[config.mk]
export PLATFORM = sky130hd
export DESIGN_NAME = hfd_front
export DESIGN_NICKNAME = d
export VERILOG_FILES = /design/src/rtl/huffman_tree_decoder_macros.svh /design/src/rtl/hfd_pkg.sv /design/src/rtl/hfd_front.sv
export SDC_FILE = /design/constraint.sdc
export NUM_CORES = 1
export LEC_CHECK = 0
export CAP_MARGIN = 40
export CORE_UTILIZATION = 50
export DETAILED_ROUTE_END_ITERATION = 6
export DONT_BUFFER_PORTS = 1
export PLACE_DENSITY_LB_ADDON = 0.05
export SLEW_MARGIN = 25
export SYNTH_ARGS = -nofsm -noshare
export SYNTH_HDL_FRONTEND = slang
export SYNTH_SLANG_ARGS = --single-unit
[constraint.sdc]
create_clock -name aclk -period 2.2 [get_ports aclk]
set_input_delay 0.33 -clock aclk [delete_from_list [all_inputs] [get_ports aclk]]
set_output_delay 0.33 -clock aclk [all_outputs]
set_load 0.02 [all_outputs]
[src/rtl/huffman_tree_decoder_macros.svh]
// ----------------------------------------------------------------------------
// Huffman tree decoder assertion macros
// Shared concurrent assertion forms for the decoder RTL.
// ----------------------------------------------------------------------------
`ifndef HUFFMAN_TREE_DECODER_MACROS_SVH
`define HUFFMAN_TREE_DECODER_MACROS_SVH

// Same-cycle implication, disabled during reset.
`define HFD_ASSERT_IMPL(label, clk, rstn, ante, cons) \
    label: assert property (@(posedge clk) disable iff (!rstn) (ante) |-> (cons)) \
        else $error("hfd assertion failed");

// Next-cycle implication, disabled during reset.
`define HFD_ASSERT_NEXT(label, clk, rstn, ante, cons) \
    label: assert property (@(posedge clk) disable iff (!rstn) (ante) |=> (cons)) \
        else $error("hfd assertion failed");

`endif

[src/rtl/hfd_pkg.sv]
// ----------------------------------------------------------------------------
// Huffman tree decoder package
// Item and configuration types, command codes and sequencer states.
// ----------------------------------------------------------------------------
package hfd_pkg;

    localparam int BYTE_BITS = 8;

    localparam logic CMD_ENTRY = 1'b0;
    localparam logic CMD_CODE  = 1'b1;

    localparam logic CFG_SYMBOL_COUNT = 1'b0;
    localparam logic CFG_TOTAL_BITS   = 1'b1;

    typedef struct packed {
        logic        cmd;
        logic [7:0]  symbol;
        logic [31:0] frequency;
        logic [7:0]  code_byte;
    } item_t;

    typedef struct packed {
        logic [8:0]  symbol_count;
        logic [31:0] total_bits;
    } cfg_t;

    typedef enum logic {
        PH_LOAD,
        PH_DECODE
    } phase_t;

    typedef enum logic [3:0] {
        ST_IDLE,
        ST_PUSH,
        ST_PUSH_CMP,
        ST_PUSH_END,
        ST_BUILD,
        ST_POP_TOP,
        ST_POP_LAST,
        ST_POP_GOT,
        ST_POP_CHK,
        ST_POP_L,
        ST_POP_R,
        ST_POP_CMP,
        ST_POP_END,
        ST_BIT,
        ST_CHILD,
        ST_SYM
    } state_t;

endpackage

[src/rtl/hfd_front.sv]
// ----------------------------------------------------------------------------
// Huffman tree decoder front end
// Accept items, tag them by command and hold them in a two-entry queue.
// ----------------------------------------------------------------------------
module hfd_front (
    input  logic           aclk,
    input  logic           aresetn,
    input  logic           s_valid,
    output logic           s_ready,
    input  hfd_pkg::item_t s_item,
    output logic           q_valid,
    input  logic           q_ready,
    output hfd_pkg::item_t q_item
);

    hfd_pkg::item_t slot_reg [2];
    logic       wr_ptr_reg, wr_ptr_next;
    logic       rd_ptr_reg, rd_ptr_next;
    logic [1:0] count_reg, count_next;
    logic       push, pop;
    hfd_pkg::item_t tagged_item;

    assign s_ready = (count_reg != 2'd2);
    assign q_valid = (count_reg != 2'd0);
    assign q_item  = slot_reg[rd_ptr_reg];
    assign push    = s_valid && s_ready;
    assign pop     = q_valid && q_ready;

    // Clear the fields the command does not use.
    always_comb begin
        tagged_item = s_item;
        if (s_item.cmd == hfd_pkg::CMD_CODE) begin
            tagged_item.symbol    = '0;
            tagged_item.frequency = '0;
        end else begin
            tagged_item.code_byte = '0;
        end
    end

    always_comb begin
        wr_ptr_next = push ? ~wr_ptr_reg : wr_ptr_reg;
        rd_ptr_next = pop ? ~rd_ptr_reg : rd_ptr_reg;
        count_next  = count_reg;
        if (push && !pop) begin
            count_next = count_reg + 2'd1;
        end else if (pop && !push) begin
            count_next = count_reg - 2'd1;
        end
    end

    always_ff @(posedge aclk) begin
        if (!aresetn) begin
            wr_ptr_reg <= 1'b0;
            rd_ptr_reg <= 1'b0;
            count_reg  <= 2'd0;
        end else begin
            wr_ptr_reg <= wr_ptr_next;
            rd_ptr_reg <= rd_ptr_next;
            count_reg  <= count_next;
        end
    end

    always_ff @(posedge aclk) begin
        if (push) begin
            slot_reg[wr_ptr_reg] <= tagged_item;
        end
    end

endmodule

==> flow_results.xml <==
<?xml version="1.0" encoding="UTF-8"?>
<metrics>
  <group name="status">
    <metric name="outcome" unit="">finished, final reports clean</metric>
  </group>
  <group name="timing">
    <metric name="tightest_slew" unit="ns">0.436</metric>
    <metric name="setup_tns" unit="ns">0</metric>
    <metric name="post-route-period-util" unit="%">83.8</metric>
    <metric name="maxSlewHeadroom" unit="%">71.0</metric>
    <metric name="final.min_clock_period" unit="ns">1.84</metric>
    <metric name="fmaxAchievable" unit="MHz">543</metric>
    <metric name="worst_hold_slack" unit="ns">0.0879</metric>
    <metric name="slew_viol_final" unit="">0</metric>
    <metric name="timing_hold_violations_final" unit="">0</metric>
    <metric name="grt_setup_unrepaired" unit="">no</metric>
    <metric name="setup_viol" unit="">0</metric>
    <metric name="fin_skew" unit="ns">0.00429</metric>
    <metric name="timing.final.ws_setup" unit="ns">0.357</metric>
  </group>
  <group name="final_layout">
    <metric name="syn_to_final_growth" unit="%">8.77</metric>
    <metric name="diodes" unit="">0</metric>
    <metric name="final_nets" unit="">289</metric>
    <metric name="final_core_utilization" unit="%">57.0</metric>
    <metric name="post_route_cells_drive_above_1_share" unit="%">31.0</metric>
    <metric name="largest_reg_flops" unit="">98</metric>
  </group>
  <group name="detailed_routing">
    <metric name="detailedRoute.firstIterationViolations" unit="">138</metric>
    <metric name="vias" unit="">1853</metric>
    <metric name="routed_wire_length_per_instance" unit="µm">18.6</metric>
    <metric name="drt-total-wl" unit="µm">6340</metric>
    <metric name="ant_nets" unit="">0</metric>
    <metric name="routed_via_density" unit="">5.43</metric>
    <metric name="dr.pass1.iters" unit="">4</metric>
    <metric name="route.detailed.drc" unit="">0</metric>
  </group>
  <group name="setup_path">
    <metric name="critical_path_class" unit="">register to output port</metric>
    <metric name="timing.critical_path.cells" unit="">buf_4 &gt; mux2_2</metric>
    <metric name="critical_path_arrival" unit="ns">1.51</metric>
    <metric name="critical_path.n_buffers_inverters" unit="">1</metric>
    <metric name="worst_r2r_startpoint" unit="">count_reg[0]</metric>
    <metric name="cp_slowest_cell" unit="">sky130_fd_sc_hd__mux2_2</metric>
    <metric name="worst-r2r-setup-slack" unit="ns">0.56</metric>
    <metric name="worst_path_dominant_cell_family" unit="">multiplexers</metric>
    <metric name="critPathMaxFanout" unit="">32</metric>
    <metric name="rr_worst_depth" unit="">5</metric>
    <metric name="worst_setup_path_start_kind" unit="">register</metric>
    <metric name="rr_endpoint" unit="">count_reg[1]</metric>
    <metric name="endpoint_kind" unit="">output port</metric>
    <metric name="critical_path_required" unit="ns">1.87</metric>
    <metric name="slowest_delay" unit="ns">0.46</metric>
  </group>
  <group name="global_route">
    <metric name="vias_in_the_first_global_route" unit="">1961</metric>
    <metric name="global_route.usage.total" unit="%">15.6</metric>
    <metric name="grt_start_max_net_pins" unit="">51</metric>
    <metric name="grt_first_pass_wirelength" unit="µm">9640</metric>
    <metric name="grt_overflow_total" unit="">0</metric>
    <metric name="antenna_found_initial" unit="">0</metric>
  </group>
  <group name="yosys">
    <metric name="synth_cells" unit="">229</metric>
    <metric name="synth_top_cells_by_area" unit="">sky130_fd_sc_hd__edfxtp_1 72%, sky130_fd_sc_hd__mux2_2 13%, sky130_fd_sc_hd__nor2b_1 6.1%, sky130_fd_sc_hd__dfxtp_1 2.4%, sky130_fd_sc_hd__and2_1 1.8%</metric>
    <metric name="yosysUniqueCellTypes" unit="">23</metric>
    <metric name="fraction_of_registers_with_async_set_reset" unit="%">0</metric>
    <metric name="synth_cell_count_leaders" unit="">98 x sky130_fd_sc_hd__edfxtp_1, 49 x sky130_fd_sc_hd__mux2_2, 40 x sky130_fd_sc_hd__nor2b_1, 12 x sky130_fd_sc_hd__and2_1</metric>
    <metric name="synthDominantCellAreaShare" unit="%">71.9</metric>
    <metric name="synthMostInstantiatedCell" unit="">sky130_fd_sc_hd__edfxtp_1</metric>
    <metric name="yosys.area_share.xor_xnor" unit="%">0.642</metric>
    <metric name="synth_fp_nets" unit="">283</metric>
    <metric name="post_synth.cell_area_avg" unit="µm²">17.9</metric>
    <metric name="ys_seq_area_share" unit="%">74.4</metric>
    <metric name="synth-simple-area-share" unit="%">8.93</metric>
    <metric name="synth_enable_flop_cells" unit="">98</metric>
    <metric name="postSynthRegisterBits" unit="">103</metric>
    <metric name="netlist_area" unit="mm²">0.00409</metric>
    <metric name="synth.mux.area_fraction" unit="%">13.5</metric>
    <metric name="fraction_of_the_mapped_netlist_area_in_adder_cells" unit="%">0.306</metric>
    <metric name="ys_warn_count" unit="">0</metric>
    <metric name="synth_flop_type" unit="">sky130_fd_sc_hd__edfxtp_1</metric>
    <metric name="synth_top_family_by_area" unit="">multiplexers</metric>
    <metric name="complex_gate_fraction_of_the_synthesized_area" unit="%">0.856</metric>
    <metric name="yosys.area.top_type" unit="">sky130_fd_sc_hd__edfxtp_1</metric>
  </group>
  <group name="placed_design">
    <metric name="place_ws" unit="ns">0.572</metric>
    <metric name="port_buffers" unit="">0</metric>
    <metric name="dp.final_hpwl" unit="µm">4160</metric>
    <metric name="place_congestion" unit="">0.749</metric>
  </group>
  <group name="clocking">
    <metric name="cts-root-buf" unit="">sky130_fd_sc_hd__clkbuf_8</metric>
    <metric name="cts.sinks" unit="">103</metric>
    <metric name="cts_buffers" unit="">9</metric>
    <metric name="clk-insertion-delay-late" unit="ns">0.34</metric>
    <metric name="post_cts_resize_count" unit="">0</metric>
    <metric name="post_cts_hold_buffer_count" unit="">0</metric>
    <metric name="cts_buffer_depth" unit="">2</metric>
    <metric name="post_cts_buffers" unit="">0</metric>
    <metric name="tritoncts" unit="">yes</metric>
    <metric name="level_count_of_the_clock_h_tree" unit="">3</metric>
    <metric name="cts.reportedPaths.clkPinSlew" unit="ns">0.08</metric>
  </group>
  <group name="worst_hold_path">
    <metric name="worstHoldPathCells" unit="">0</metric>
    <metric name="hold_end" unit="">slot_reg[1][48]</metric>
    <metric name="min_from" unit="">s_item[48]</metric>
    <metric name="worstHoldPathType" unit="">primary input to register</metric>
  </group>
  <group name="floorplan">
    <metric name="fp.dieH" unit="µm">92.5</metric>
    <metric name="floorplan.rows" unit="">32</metric>
    <metric name="core_area" unit="mm²">0.00781</metric>
    <metric name="io_pins" unit="">104</metric>
    <metric name="dieArea" unit="mm²">0.00855</metric>
    <metric name="floorplan.initialDensity" unit="%">52.4</metric>
    <metric name="die_w" unit="µm">92.5</metric>
  </group>
  <group name="pwr">
    <metric name="power_per_cell_area" unit="mW/mm²">1170</metric>
    <metric name="power.ir.vdd_worst" unit="V">0.000539</metric>
    <metric name="p_leak" unit="nW">1.48</metric>
    <metric name="power.total" unit="mW">5.19</metric>
  </group>
  <group name="job">
    <metric name="maxCapViolCount" unit="">0</metric>
  </group>
</metrics>
## cells by family after synthesis
logic type | Yosys count
flops | 103
compound gates | 5
mux | 49
buf+inv | 11
fa+ha+maj | 1
xor+xnor | 3
simple gates | 57
## layer usage
layer  vias up  track usage (%)  wire (µm)
met5         -                0          0
met4         0             7.42         95
met3        10             5.42        514
met2        78             28.1       3420
met1       908             16.1       2310
li1        857                -          -
## cell type report
cell class | instances | area, µm²
clock buffers | 9 | 124
clock inverters | 6 | 110
fillers | 624 | 3360
inverters | 1 | 3.75
multi-input cells | 115 | 992
flip-flops and latches | 103 | 3040
well taps | 102 | 128
repair buffers | 5 | 50.0
## through the flow
stage / instance area (µm²) / std cells
2_1_floorplan: 4090 / 229
3_3_place_gp: 4220 / 326
3_5_place_dp: 4220 / 326
4_1_cts: 4450 / 341
5_1_grt: 4450 / 341
6_report: 4450 / 341
## power by group
group	internal (mW)	switching (mW)	leakage, nW	total, mW
Sequential	2.46	0.0799	0.979	2.54
Combinational	0.467	0.859	0.388	1.33
Clock	0.747	0.573	0.113	1.32
## cells in the final DEF (no fill, tap or decap), types with 2 or more instances in the layout
cell type	count
sky130_fd_sc_hd__buf_4	4
sky130_fd_sc_hd__and2_1	12
sky130_fd_sc_hd__xnor2_1	2
sky130_fd_sc_hd__mux2_2	49
sky130_fd_sc_hd__edfxtp_1	98
sky130_fd_sc_hd__clkbuf_8	9
sky130_fd_sc_hd__dfxtp_1	4
sky130_fd_sc_hd__bufinv_16	3
sky130_fd_sc_hd__nor2b_1	40
## how the worst max path moves through the flow
stage	startpoint	end	cells past startpoint	slack [ns]
2_1_floorplan	count_reg[0]	slot_reg[0][0]	3	0.15
3_3_place_gp	count_reg[0]	count_reg[1]	5	0.64
3_5_place_dp	count_reg[0]	count_reg[1]	5	0.57
4_1_cts	register	q_item[47]	2	0.33
5_1_grt	register	q_item[46]	2	0.28
6_report	register	q_item[47]	2	0.36
(Power assumes the default switching activity.)
